## src/sv/ple_pkg.sv

```systemverilog
// ple_pkg: request kind codes, result status codes and field widths
// for the positional list engine. No dependencies.
package ple_pkg;

  localparam int DATA_W  = 32;
  localparam int POS_W   = 6;
  localparam int COUNT_W = 7;

  localparam logic [2:0] KIND_PUSH_FRONT   = 3'd0;
  localparam logic [2:0] KIND_APPEND       = 3'd1;
  localparam logic [2:0] KIND_INSERT_AFTER = 3'd2;
  localparam logic [2:0] KIND_READ         = 3'd3;
  localparam logic [2:0] KIND_FIND         = 3'd4;
  localparam logic [2:0] KIND_REMOVE       = 3'd5;

  localparam logic [1:0] ST_OK    = 2'd0;
  localparam logic [1:0] ST_RANGE = 2'd1;
  localparam logic [1:0] ST_FULL  = 2'd2;

endpackage

```

## src/sv/ple_store.sv

```systemverilog
// ple_store: entry storage, one write port and one read port,
// registered read data. Depends on ple_pkg for the data width.
module ple_store #(
  parameter int DEPTH = 64,
  parameter int AW    = 6
) (
  input  logic                       clk,
  input  logic                       we,
  input  logic [AW-1:0]              waddr,
  input  logic [ple_pkg::DATA_W-1:0] wdata,
  input  logic                       re,
  input  logic [AW-1:0]              raddr,
  output logic [ple_pkg::DATA_W-1:0] rdata
);

  logic [ple_pkg::DATA_W-1:0] mem [DEPTH];

  always_ff @(posedge clk) begin
    if (we) begin
      mem[waddr] <= wdata;
    end
  end

  always_ff @(posedge clk) begin
    if (re) begin
      rdata <= mem[raddr];
    end
  end

endmodule

```

## src/sv/positional_list_engine_top.sv

```systemverilog
// Append and rejected requests: done is raised in the cycle after accept. Read: done
// follows the READ_WAIT state. Push front, insert-after, remove: SHIFT moves the entries
// behind the position, if any. Find: FIND scans from the front and stops at the first
// match; a miss scans every entry. Both are bound by the single store read port: one
// entry moved or compared a cycle. Synchronous reset empties the list.
// Results are strobed by done for one cycle; the receiver cannot stall.
module positional_list_engine_top #(
  parameter int CAPACITY = 64
) (
  input  logic                                clk,
  input  logic                                rst,
  input  logic                                start,
  output logic                                busy,
  input  logic [2:0]                          kind,
  input  logic [ple_pkg::POS_W-1:0]           position,
  input  logic signed [ple_pkg::DATA_W-1:0]   item_value,
  output logic                                done,
  output logic [1:0]                          status,
  output logic signed [ple_pkg::DATA_W-1:0]   read_value,
  output logic [ple_pkg::POS_W-1:0]           found_position,
  output logic [ple_pkg::COUNT_W-1:0]         entry_count
);

  localparam int AW = $clog2(CAPACITY);
  localparam int CW = $clog2(CAPACITY + 1);
  localparam int PW = (CW > ple_pkg::POS_W) ? CW : ple_pkg::POS_W;
  localparam int EW = (CW > ple_pkg::COUNT_W) ? CW : ple_pkg::COUNT_W;
  localparam int FW = (AW > ple_pkg::POS_W) ? AW : ple_pkg::POS_W;

  typedef enum logic [1:0] {IDLE, SHIFT, FIND, READ_WAIT} state_t;

  state_t                     state;
  logic                       insert;
  logic [ple_pkg::DATA_W-1:0] val;
  logic [AW-1:0]              at;
  logic [CW-1:0]              src;
  logic [CW-1:0]              left;
  logic                       pend;
  logic [AW-1:0]              pend_addr;
  logic [CW-1:0]              count;

  logic                       we;
  logic [AW-1:0]              waddr;
  logic [ple_pkg::DATA_W-1:0] wdata;
  logic                       re;
  logic [AW-1:0]              raddr;
  logic [ple_pkg::DATA_W-1:0] rdata;

  logic [PW-1:0]              pos_ext;
  logic                       pos_ok;
  logic                       full;
  logic [CW-1:0]              count_next;

  function automatic logic [ple_pkg::COUNT_W-1:0] count_out(input logic [CW-1:0] c);
    logic [EW-1:0] e;
    e = EW'(c);
    return e[ple_pkg::COUNT_W-1:0];
  endfunction

  function automatic logic [ple_pkg::POS_W-1:0] pos_out(input logic [AW-1:0] a);
    logic [FW-1:0] f;
    f = FW'(a);
    return f[ple_pkg::POS_W-1:0];
  endfunction

  assign busy    = (state != IDLE);
  assign pos_ext = PW'(position);
  assign pos_ok  = pos_ext < PW'(count);
  assign full    = (count == CW'(CAPACITY));

  ple_store #(
    .DEPTH(CAPACITY),
    .AW   (AW)
  ) u_store (
    .clk  (clk),
    .we   (we),
    .waddr(waddr),
    .wdata(wdata),
    .re   (re),
    .raddr(raddr),
    .rdata(rdata)
  );

  // Shifts read one entry ahead of the write; read and write never hit
  // the same entry in one cycle.
  always_comb begin
    we    = 1'b0;
    waddr = '0;
    wdata = val;
    re    = 1'b0;
    raddr = src[AW-1:0];
    case (state)
      IDLE: begin
        if (start && kind == ple_pkg::KIND_APPEND && !full) begin
          we    = 1'b1;
          waddr = count[AW-1:0];
          wdata = item_value;
        end
        if (start && kind == ple_pkg::KIND_READ && pos_ok) begin
          re    = 1'b1;
          raddr = pos_ext[AW-1:0];
        end
      end
      SHIFT: begin
        re = (left != '0);
        if (pend) begin
          we    = 1'b1;
          waddr = insert ? pend_addr + AW'(1) : pend_addr - AW'(1);
          wdata = rdata;
        end else if (left == '0) begin
          we    = insert;
          waddr = at;
          wdata = val;
        end
      end
      FIND: begin
        re = (left != '0);
      end
      default: begin
      end
    endcase
  end

  assign count_next = insert ? count + CW'(1) : count - CW'(1);

  always_ff @(posedge clk) begin
    if (rst) begin
      state <= IDLE;
      count <= '0;
      pend  <= 1'b0;
      done  <= 1'b0;
    end else begin
      done <= 1'b0;
      case (state)
        IDLE: begin
          if (start) begin
            val            <= item_value;
            pend           <= 1'b0;
            read_value     <= '0;
            found_position <= '0;
            entry_count    <= count_out(count);
            case (kind)
              ple_pkg::KIND_PUSH_FRONT: begin
                if (full) begin
                  done   <= 1'b1;
                  status <= ple_pkg::ST_FULL;
                end else begin
                  insert <= 1'b1;
                  at     <= '0;
                  left   <= count;
                  src    <= count - CW'(1);
                  state  <= SHIFT;
                end
              end
              ple_pkg::KIND_APPEND: begin
                done <= 1'b1;
                if (full) begin
                  status <= ple_pkg::ST_FULL;
                end else begin
                  status      <= ple_pkg::ST_OK;
                  count       <= count + CW'(1);
                  entry_count <= count_out(count + CW'(1));
                end
              end
              ple_pkg::KIND_INSERT_AFTER: begin
                if (!pos_ok) begin
                  done   <= 1'b1;
                  status <= ple_pkg::ST_RANGE;
                end else if (full) begin
                  done   <= 1'b1;
                  status <= ple_pkg::ST_FULL;
                end else begin
                  insert <= 1'b1;
                  at     <= pos_ext[AW-1:0] + AW'(1);
                  left   <= count - pos_ext[CW-1:0] - CW'(1);
                  src    <= count - CW'(1);
                  state  <= SHIFT;
                end
              end
              ple_pkg::KIND_READ: begin
                if (!pos_ok) begin
                  done   <= 1'b1;
                  status <= ple_pkg::ST_RANGE;
                end else begin
                  state <= READ_WAIT;
                end
              end
              ple_pkg::KIND_FIND: begin
                left  <= count;
                src   <= '0;
                state <= FIND;
              end
              ple_pkg::KIND_REMOVE: begin
                if (!pos_ok) begin
                  done   <= 1'b1;
                  status <= ple_pkg::ST_RANGE;
                end else begin
                  insert <= 1'b0;
                  left   <= count - pos_ext[CW-1:0] - CW'(1);
                  src    <= pos_ext[CW-1:0] + CW'(1);
                  state  <= SHIFT;
                end
              end
              default: begin
                done   <= 1'b1;
                status <= ple_pkg::ST_RANGE;
              end
            endcase
          end
        end
        SHIFT: begin
          if (left != '0) begin
            src       <= insert ? src - CW'(1) : src + CW'(1);
            left      <= left - CW'(1);
            pend      <= 1'b1;
            pend_addr <= src[AW-1:0];
          end else begin
            pend <= 1'b0;
          end
          if (!pend && left == '0) begin
            count       <= count_next;
            done        <= 1'b1;
            status      <= ple_pkg::ST_OK;
            entry_count <= count_out(count_next);
            state       <= IDLE;
          end
        end
        FIND: begin
          if (pend && rdata == val) begin
            pend           <= 1'b0;
            done           <= 1'b1;
            status         <= ple_pkg::ST_OK;
            found_position <= pos_out(pend_addr);
            state          <= IDLE;
          end else begin
            if (left != '0) begin
              src       <= src + CW'(1);
              left      <= left - CW'(1);
              pend      <= 1'b1;
              pend_addr <= src[AW-1:0];
            end else begin
              pend <= 1'b0;
            end
            if (!pend && left == '0) begin
              done   <= 1'b1;
              status <= ple_pkg::ST_RANGE;
              state  <= IDLE;
            end
          end
        end
        READ_WAIT: begin
          done       <= 1'b1;
          status     <= ple_pkg::ST_OK;
          read_value <= rdata;
          state      <= IDLE;
        end
        default: begin
          state <= IDLE;
        end
      endcase
    end
  end

endmodule

```

## config.mk

```make
export PLATFORM = sky130hd
export DESIGN_NAME = positional_list_engine_top
export DESIGN_NICKNAME = d
export VERILOG_FILES = /design/src/sv/ple_pkg.sv /design/src/sv/ple_store.sv /design/src/sv/positional_list_engine_top.sv
export SDC_FILE = /design/constraint.sdc
export NUM_CORES = 2
export LEC_CHECK = 0
export BUFFER_PORTS_ARGS = -buffer_cell sky130_fd_sc_hd__buf_2
export CAP_MARGIN = 5
export CORE_AREA = 3 3 522 524
export DETAILED_ROUTE_END_ITERATION = 10
export DIE_AREA = 0 0 525 527
export RECOVER_POWER = 25
export SETUP_SLACK_MARGIN = 0.02
export SYNTH_ARGS = -nofsm -noshare
export SYNTH_HDL_FRONTEND = slang
export SYNTH_SLANG_ARGS = --single-unit
```

## constraint.sdc

```tcl
create_clock -name clk -period 4.5 [get_ports clk]
set_input_delay 0 -clock clk [delete_from_list [all_inputs] [get_ports clk]]
set_output_delay 0 -clock clk [all_outputs]
set_load 0.02 [all_outputs]
```

Yosys cells after proc, flatten, opt, wreduce, memory -nomap -nowiden --
Memories as Yosys holds them, arrays and structs flattened. A register that Yosys moved wholly into a read port is not among the register bits. Index checks and enable logic that the tools add are counted.
Storage, ports and cells: register bits 117, bits in latches 0, bits in writable memories 2048, bits in read-only memories 0, bits of input ports 44, output and inout bits 49, word-level logic and storage cells 183, memories 1
Memories:
- u_store.mem | words 64, bits a word 32, rd ports 1, clocked after memory_dff 1, wr ports 1, RTL line ple_store.sv:16 | logic [ple_pkg::DATA_W-1:0] mem [DEPTH];
Cells by class: $add $sub $neg 11, multipliers 0, divide/modulo/power cells 0, magnitude comparators 1, equality and inequality tests 30, shift-type cells 0, mux-type cells 90, bitwise logic cells 1, reduce and logical (&&, ||, !) cells 35
Operator list (count):
- $mux W7 | 20
- $pmux W32 S2 | 2
- $mux W32 | 3
- $mux W6 | 13
- $pmux W7 S4 | 2
- $pmux W6 S2 | 4
- $pmux W7 S3 | 2
- $eq A32 B32 Y1 | 1
- $mux W2 | 15
- $sub A7 B1 Y7 const B | 4
- $ne A2 B2 Y1 const B | 11
- $ne A3 B3 Y1 const B | 7
- $pmux W2 S5 | 2
- $mux W1 | 18
- $reduce_and A9 Y1 | 2
- $pmux W2 S4 | 2
- $add A7 B1 Y7 const B | 2
- $pmux W7 S2 | 1
- $add A6 B1 Y6 const B | 2
- $reduce_and A3 Y1 | 4
- $reduce_and A6 Y1 | 2
- $reduce_bool A2 Y1 | 6
- $pmux W1 S4 | 2
- $reduce_and A4 Y1 | 2
- 26 further kinds | 39

Depth between registers and ports, before layout --
depth after elaboration 7, mapped depth 17, depth with buffers taken out 11

By module --
A second synthesis with hierarchy kept.
Unflattened totals: cell total of the unflattened synthesis 4246, area total of the unflattened synthesis 86878.3 um^2
Modules (own cells, without submodules):
- ple_store | times used 1, cells an instance 3511, area an instance 79359.9 um^2, seq. area each 62459.9 um^2
- positional_list_engine_top | times used 1, cells an instance 735, area an instance 7518.5 um^2, seq. area each 3373.2 um^2

Worst setup path before layout --
No wires, ideal clock.
path kind register to register, from register count[0], to memory u_store.mem[0][15] (netlist bit), data pin, setup time 0.553 ns, arrival time 3.860 ns, required time 3.947 ns, slack 0.088 ns, cell stages (with the launch flop) 10, buffers on the path 2, clock period less this slack 4.412 ns, cells stage by stage dfxtp_1 -> inv_1 -> ha_1 -> nand4_1 -> and2_1 -> clkbuf_1 -> nand2_1 -> buf_1 -> mux2i_1 -> o22ai_1
Between the ends: longest elaborated chain between the ends 5
RTL lines:
- start, declared | RTL line positional_list_engine_top.sv:40 | logic [CW-1:0] count;
- start signal, assigned | RTL line positional_list_engine_top.sv:161 | count <= count + CW'(1);
- start signal, assigned | RTL line positional_list_engine_top.sv:221 | count <= count_next;
- $eq A7 B7 Y1 | RTL line positional_list_engine_top.sv:69 | assign full = (count == CW'(CAPACITY));
- $logic_not A1 Y1 | RTL line positional_list_engine_top.sv:94 | if (start && kind == ple_pkg::KIND_APPEND && !full) begin
- $logic_and A1 B1 Y1 | RTL line positional_list_engine_top.sv:94
- $mux W32 | RTL line positional_list_engine_top.sv:94
- $pmux W32 S2 | RTL line positional_list_engine_top.sv:92 | case (state)
- via u_store.wdata, one bit | RTL line ple_store.sv:10 | input logic [ple_pkg::DATA_W-1:0] wdata,
- end, declared | RTL line ple_store.sv:16
The timed path passes the listed nets, and every way through them passes these cells.

Final worst setup path --
from register count[4], to register u_store.rdata[20] (netlist bit) (read register of u_store.mem), data pin
Between the ends: longest elaborated chain between the ends 4, elaborated cells on any way between the ends 6, classes of those cells order compare (1); mux (4); reduce/logical (1)
RTL lines:
- $lt A6 B7 Y1 * | RTL line positional_list_engine_top.sv:68 | assign pos_ok = pos_ext < PW'(count);
- $logic_and A1 B1 Y1 * | RTL line positional_list_engine_top.sv:99 | if (start && kind == ple_pkg::KIND_READ && pos_ok) begin
- $mux W1 or $mux W6 (tied branches) | RTL line positional_list_engine_top.sv:99
- $pmux W1 S2 or $mux W6 (tied branches) | RTL line positional_list_engine_top.sv:92
- end, declared | RTL line ple_store.sv:13 | output logic [ple_pkg::DATA_W-1:0] rdata
Every way passes the cells marked *; elsewhere a longest branch is shown, timed or not. A chain may end at the register's enable or synchronous reset.

==> results.sh <==
export IMPL_synth_edff_count=2185
export IMPL_clock_sinks=2196
export IMPL_dieArea_um2=276700
export IMPL_io_pins=93
export IMPL_met3_usage=0.04784
export IMPL_critPathMostFrequentCell="buf_4"
export IMPL_critical_path_max_fanout=21
export IMPL_wire_per_inst_um=27.83
export IMPL_switching_share=0.3035
export IMPL_avgSynthCellArea_um2=14.71
export IMPL_grt_pass1_vias=54370
export IMPL_gp_congestion=0.9121
export IMPL_ys_flop_type="edfxtp_1"
export IMPL_min_path_type="in2reg"
export IMPL_ys_ff_latch=2196
export IMPL_cts_buffers=216
export IMPL_critical_path_top_delay_family="compound AO/OA/AOI/OAI gates"
export IMPL_antenna_found_initial=16
export IMPL_yosysWarnings=0
export IMPL_multi_input_area_um2=21470
export IMPL_routed_wirelength_mm=286.5
export IMPL_skew_ns=0.06417
export IMPL_synth_nets=6068
export IMPL_period_needed_ns=4.458
export IMPL_fin_tns_setup_ns=0
export IMPL_grt_max_degree=65
export IMPL_min_period_over_period=0.9906
export IMPL_cp_arrival_ns=5.17
export IMPL_fp_coreArea_um2=267900
export IMPL_worstSkewPairLatency_ns=0.88
export IMPL_seq_area_um2=65830
export IMPL_grtUsageMet1=0.2756
export IMPL_drtPass1Iterations=6
export IMPL_cts_root_buf="clkbuf_16"
export IMPL_required_ns=5.22
export IMPL_port_buffers=92
export IMPL_clkTransAtPathRegs_ns=0.06
export IMPL_comb_power_share=0.208
export IMPL_die_y_um=527
export IMPL_status="finished, violations left"
export IMPL_fill_cells=24450
export IMPL_seq_power_share=0.468
export IMPL_path_buf_inv=5
export IMPL_ant_nets=0
export IMPL_synth_area_leaders="edfxtp_1 74%, nand2_1 5.1%, mux2i_1 3.9%"
export IMPL_critical_path_slowest_cell="o211ai_1"
export IMPL_crit_type="reg2reg"
export IMPL_final_cells=10300
export IMPL_cp_end_kind="flip-flop"
export IMPL_vdd_drop_max_mv=0.4567
export IMPL_use_met2=0.3046
export IMPL_p_switching_mw=16.35
export IMPL_htreeDepth=4
export IMPL_rsz0062_at_grt="true"
export IMPL_grt_busiest_layer="met2"
export IMPL_finalSetupViolations=0
export IMPL_cts_tree="done"
export IMPL_reg2reg_depth=15
export IMPL_netlist_area_leader_share=0.7438
export IMPL_crit_cells=15
export IMPL_clockBufferDepth=3
export IMPL_drc_errors=0
export IMPL_synth_common_cells="2185 x edfxtp_1, 1205 x nand2_1, 363 x a21oi_1"
export IMPL_grt_overflow=0
export IMPL_p_clk_frac=0.325
export IMPL_hold_viol_final=0
export IMPL_via_per_inst=5.549
export IMPL_hpwl_mm=172.7
export IMPL_vias=57140
export IMPL_initial_utilization=0.3293
export IMPL_track_usage=0.1998
export IMPL_leakagePower_nw=35.09
export IMPL_worst_pin_slew_ns=2.156
export IMPL_syn2layout_area_growth_pct=19.20
export IMPL_cap_violations=4
export IMPL_drt_iter0_drc=7896
export IMPL_slew_viol_final=112
export IMPL_violations="capacitance limit, slew limit"
export IMPL_dp_cells=9799
export IMPL_max_freq_ghz=0.2243
export IMPL_drive_above_1_share=0.1553
export IMPL_max_stage_delay_ns=0.61
export IMPL_final_nets=6631
export IMPL_powerDensity_nw_per_um2=512.3
export IMPL_cp_start_kind="flip-flop"
export IMPL_synth_top_cell_by_area="edfxtp_1"
export IMPL_async_reset_ff_frac=0
export IMPL_internal_power_mw=37.52
export IMPL_crit_path_cell_trace="buf_4 > inv_1 > ha_1 > a211oi_4 > o2111a_2 > nand2_2 > buf_4 > a21oi_4 > buf_12 > nor2_4 > buf_4 > a31oi_1 > nand4_1 > o211ai_1 > and3_1"
export IMPL_fp_dieW_um=525
export IMPL_grt_pass1_wl_mm=403.1
export IMPL_syn_area_um2=88210
export IMPL_syn_inst=5996
export IMPL_slew_headroom=-0.4375
export IMPL_yosysMostFrequentCell="edfxtp_1"
export IMPL_num_rows=190
export IMPL_ys_types=88
export IMPL_yosysSeqAreaShare=0.7463
export IMPL_worstHoldPathCells=3
-- cells in the final DEF, fill, tap and decap left out, drive strengths merged, types with 64 or more instances in the layout --
cell type / count
o22ai: 125
nand3: 271
edfxtp: 2185
o21ai: 117
dlygate4sd3: 83
buf: 508
nor2: 182
nor4: 87
a31oi: 75
mux4: 69
nor3: 64
nand2: 1210
a21oi: 368
clkinv: 101
mux2i: 340
clkbuf: 368
-- layer usage --
metal	vias to the layer above	share of wire
met5	-	0.000049
met4	2	0.043
met3	561	0.12
met2	3317	0.44
met1	29230	0.40
li1	24020	-
-- stage by stage --
step	hold slack [ns]	power (mW)	area (µm²)	utilization	setup WS (ns)
floorplan	0.09887	30.65	88210	-	0.08779
global placement	0.1989	36.47	97760	0.3649	-0.2664
detailed placement	0.1983	36.62	97770	0.3649	-0.2095
CTS	0.08945	54.00	105400	0.3934	0.02693
global route	0.1516	55.39	105100	0.3924	-0.007894
finish	0.1490	53.87	105200	0.3925	0.04239
-- sequential cells by signal, indices dropped and copies added (netlist names) --
signal / flops
at: 6
count: 7
done: 1
entry_count: 7
found_position: 6
insert: 1
left: 7
pend: 1
pend_addr: 6
read_value: 32
src: 6
state: 2
status: 2
u_store.mem: 2048
u_store.rdata: 32
val: 32
-- layout make-up --
cell class | count | share of cell area
Inverter | 26 | 0.0009281
Antenna cell | 8 | 0.0001904
Clock buffer | 260 | 0.05297
Sequential cell | 2196 | 0.6261
Tap cell | 3552 | 0.04226
Timing Repair Buffer | 699 | 0.06187
Clock inverter | 135 | 0.01155
Multi-Input combinational cell | 3420 | 0.2041
-- worst register-to-register path, cell delays in order, from the launching register on --
cell and delay [ns]:
dfxtp_1 0.37, buf_4 0.18, inv_1 0.09, ha_1 0.23, a211oi_4 0.28, o2111a_2 0.30, nand2_2 0.09, buf_4 0.20
a21oi_4 0.55, buf_12 0.23, nor2_4 0.10, buf_4 0.27, a31oi_1 0.18, nand4_1 0.37, o211ai_1 0.62, and3_1 0.32
-- logic make-up (layout without fill, tap and decap cells) --
kind of cell / Yosys count / in the layout / share of synthesized area
flops: 2196 / 2196 / 0.7463
simple gates: 1967 / 1968 / 0.09658
compound gates: 945 / 945 / 0.06794
mux: 411 / 411 / 0.05645
buf+inv: 381 / 1120 / 0.02186
xor+xnor: 68 / 68 / 0.006751
fa+ha+maj: 28 / 28 / 0.004142
other cells: 0 / 8 / 0
-- final timing paths --
kind | startpoint | endpoint | slack, ns
worst max-delay path | count[4] | u_store.rdata[20] | 0.04
worst min-delay path | rst | pend | 0.15
worst min register to register | count[1] | count[1] | 0.54
worst max register to register | count[4] | u_store.rdata[20] | 0.04
-- repair_timing --
| action | in CTS | in global routing |
|---|---|---|
| pin swaps | 1 | 5 |
| gates cloned | 0 | 1 |
| endpoints found under the setup margin | 6 | 12 |
| gates resized for setup | 6 | 9 |
| hold endpoints to repair | 228 | 0 |
| hold buffers | 83 | 0 |
| buffers inserted | 0 | 10 |
-- power by group through the flow --
stage | Combinational [mW] | Clock, mW | Sequential [mW]
6_report | 11.2 | 17.5 | 25.2
5_1_grt | 11.7 | 18.5 | 25.2
4_1_cts | 11.2 | 17.7 | 25.1
3_5_place_dp | 11.1 | 0 | 25.5
3_3_place_gp | 10.9 | 0 | 25.5
2_1_floorplan | 5.19 | 0 | 25.5
Power figures use the tool's default switching activity.
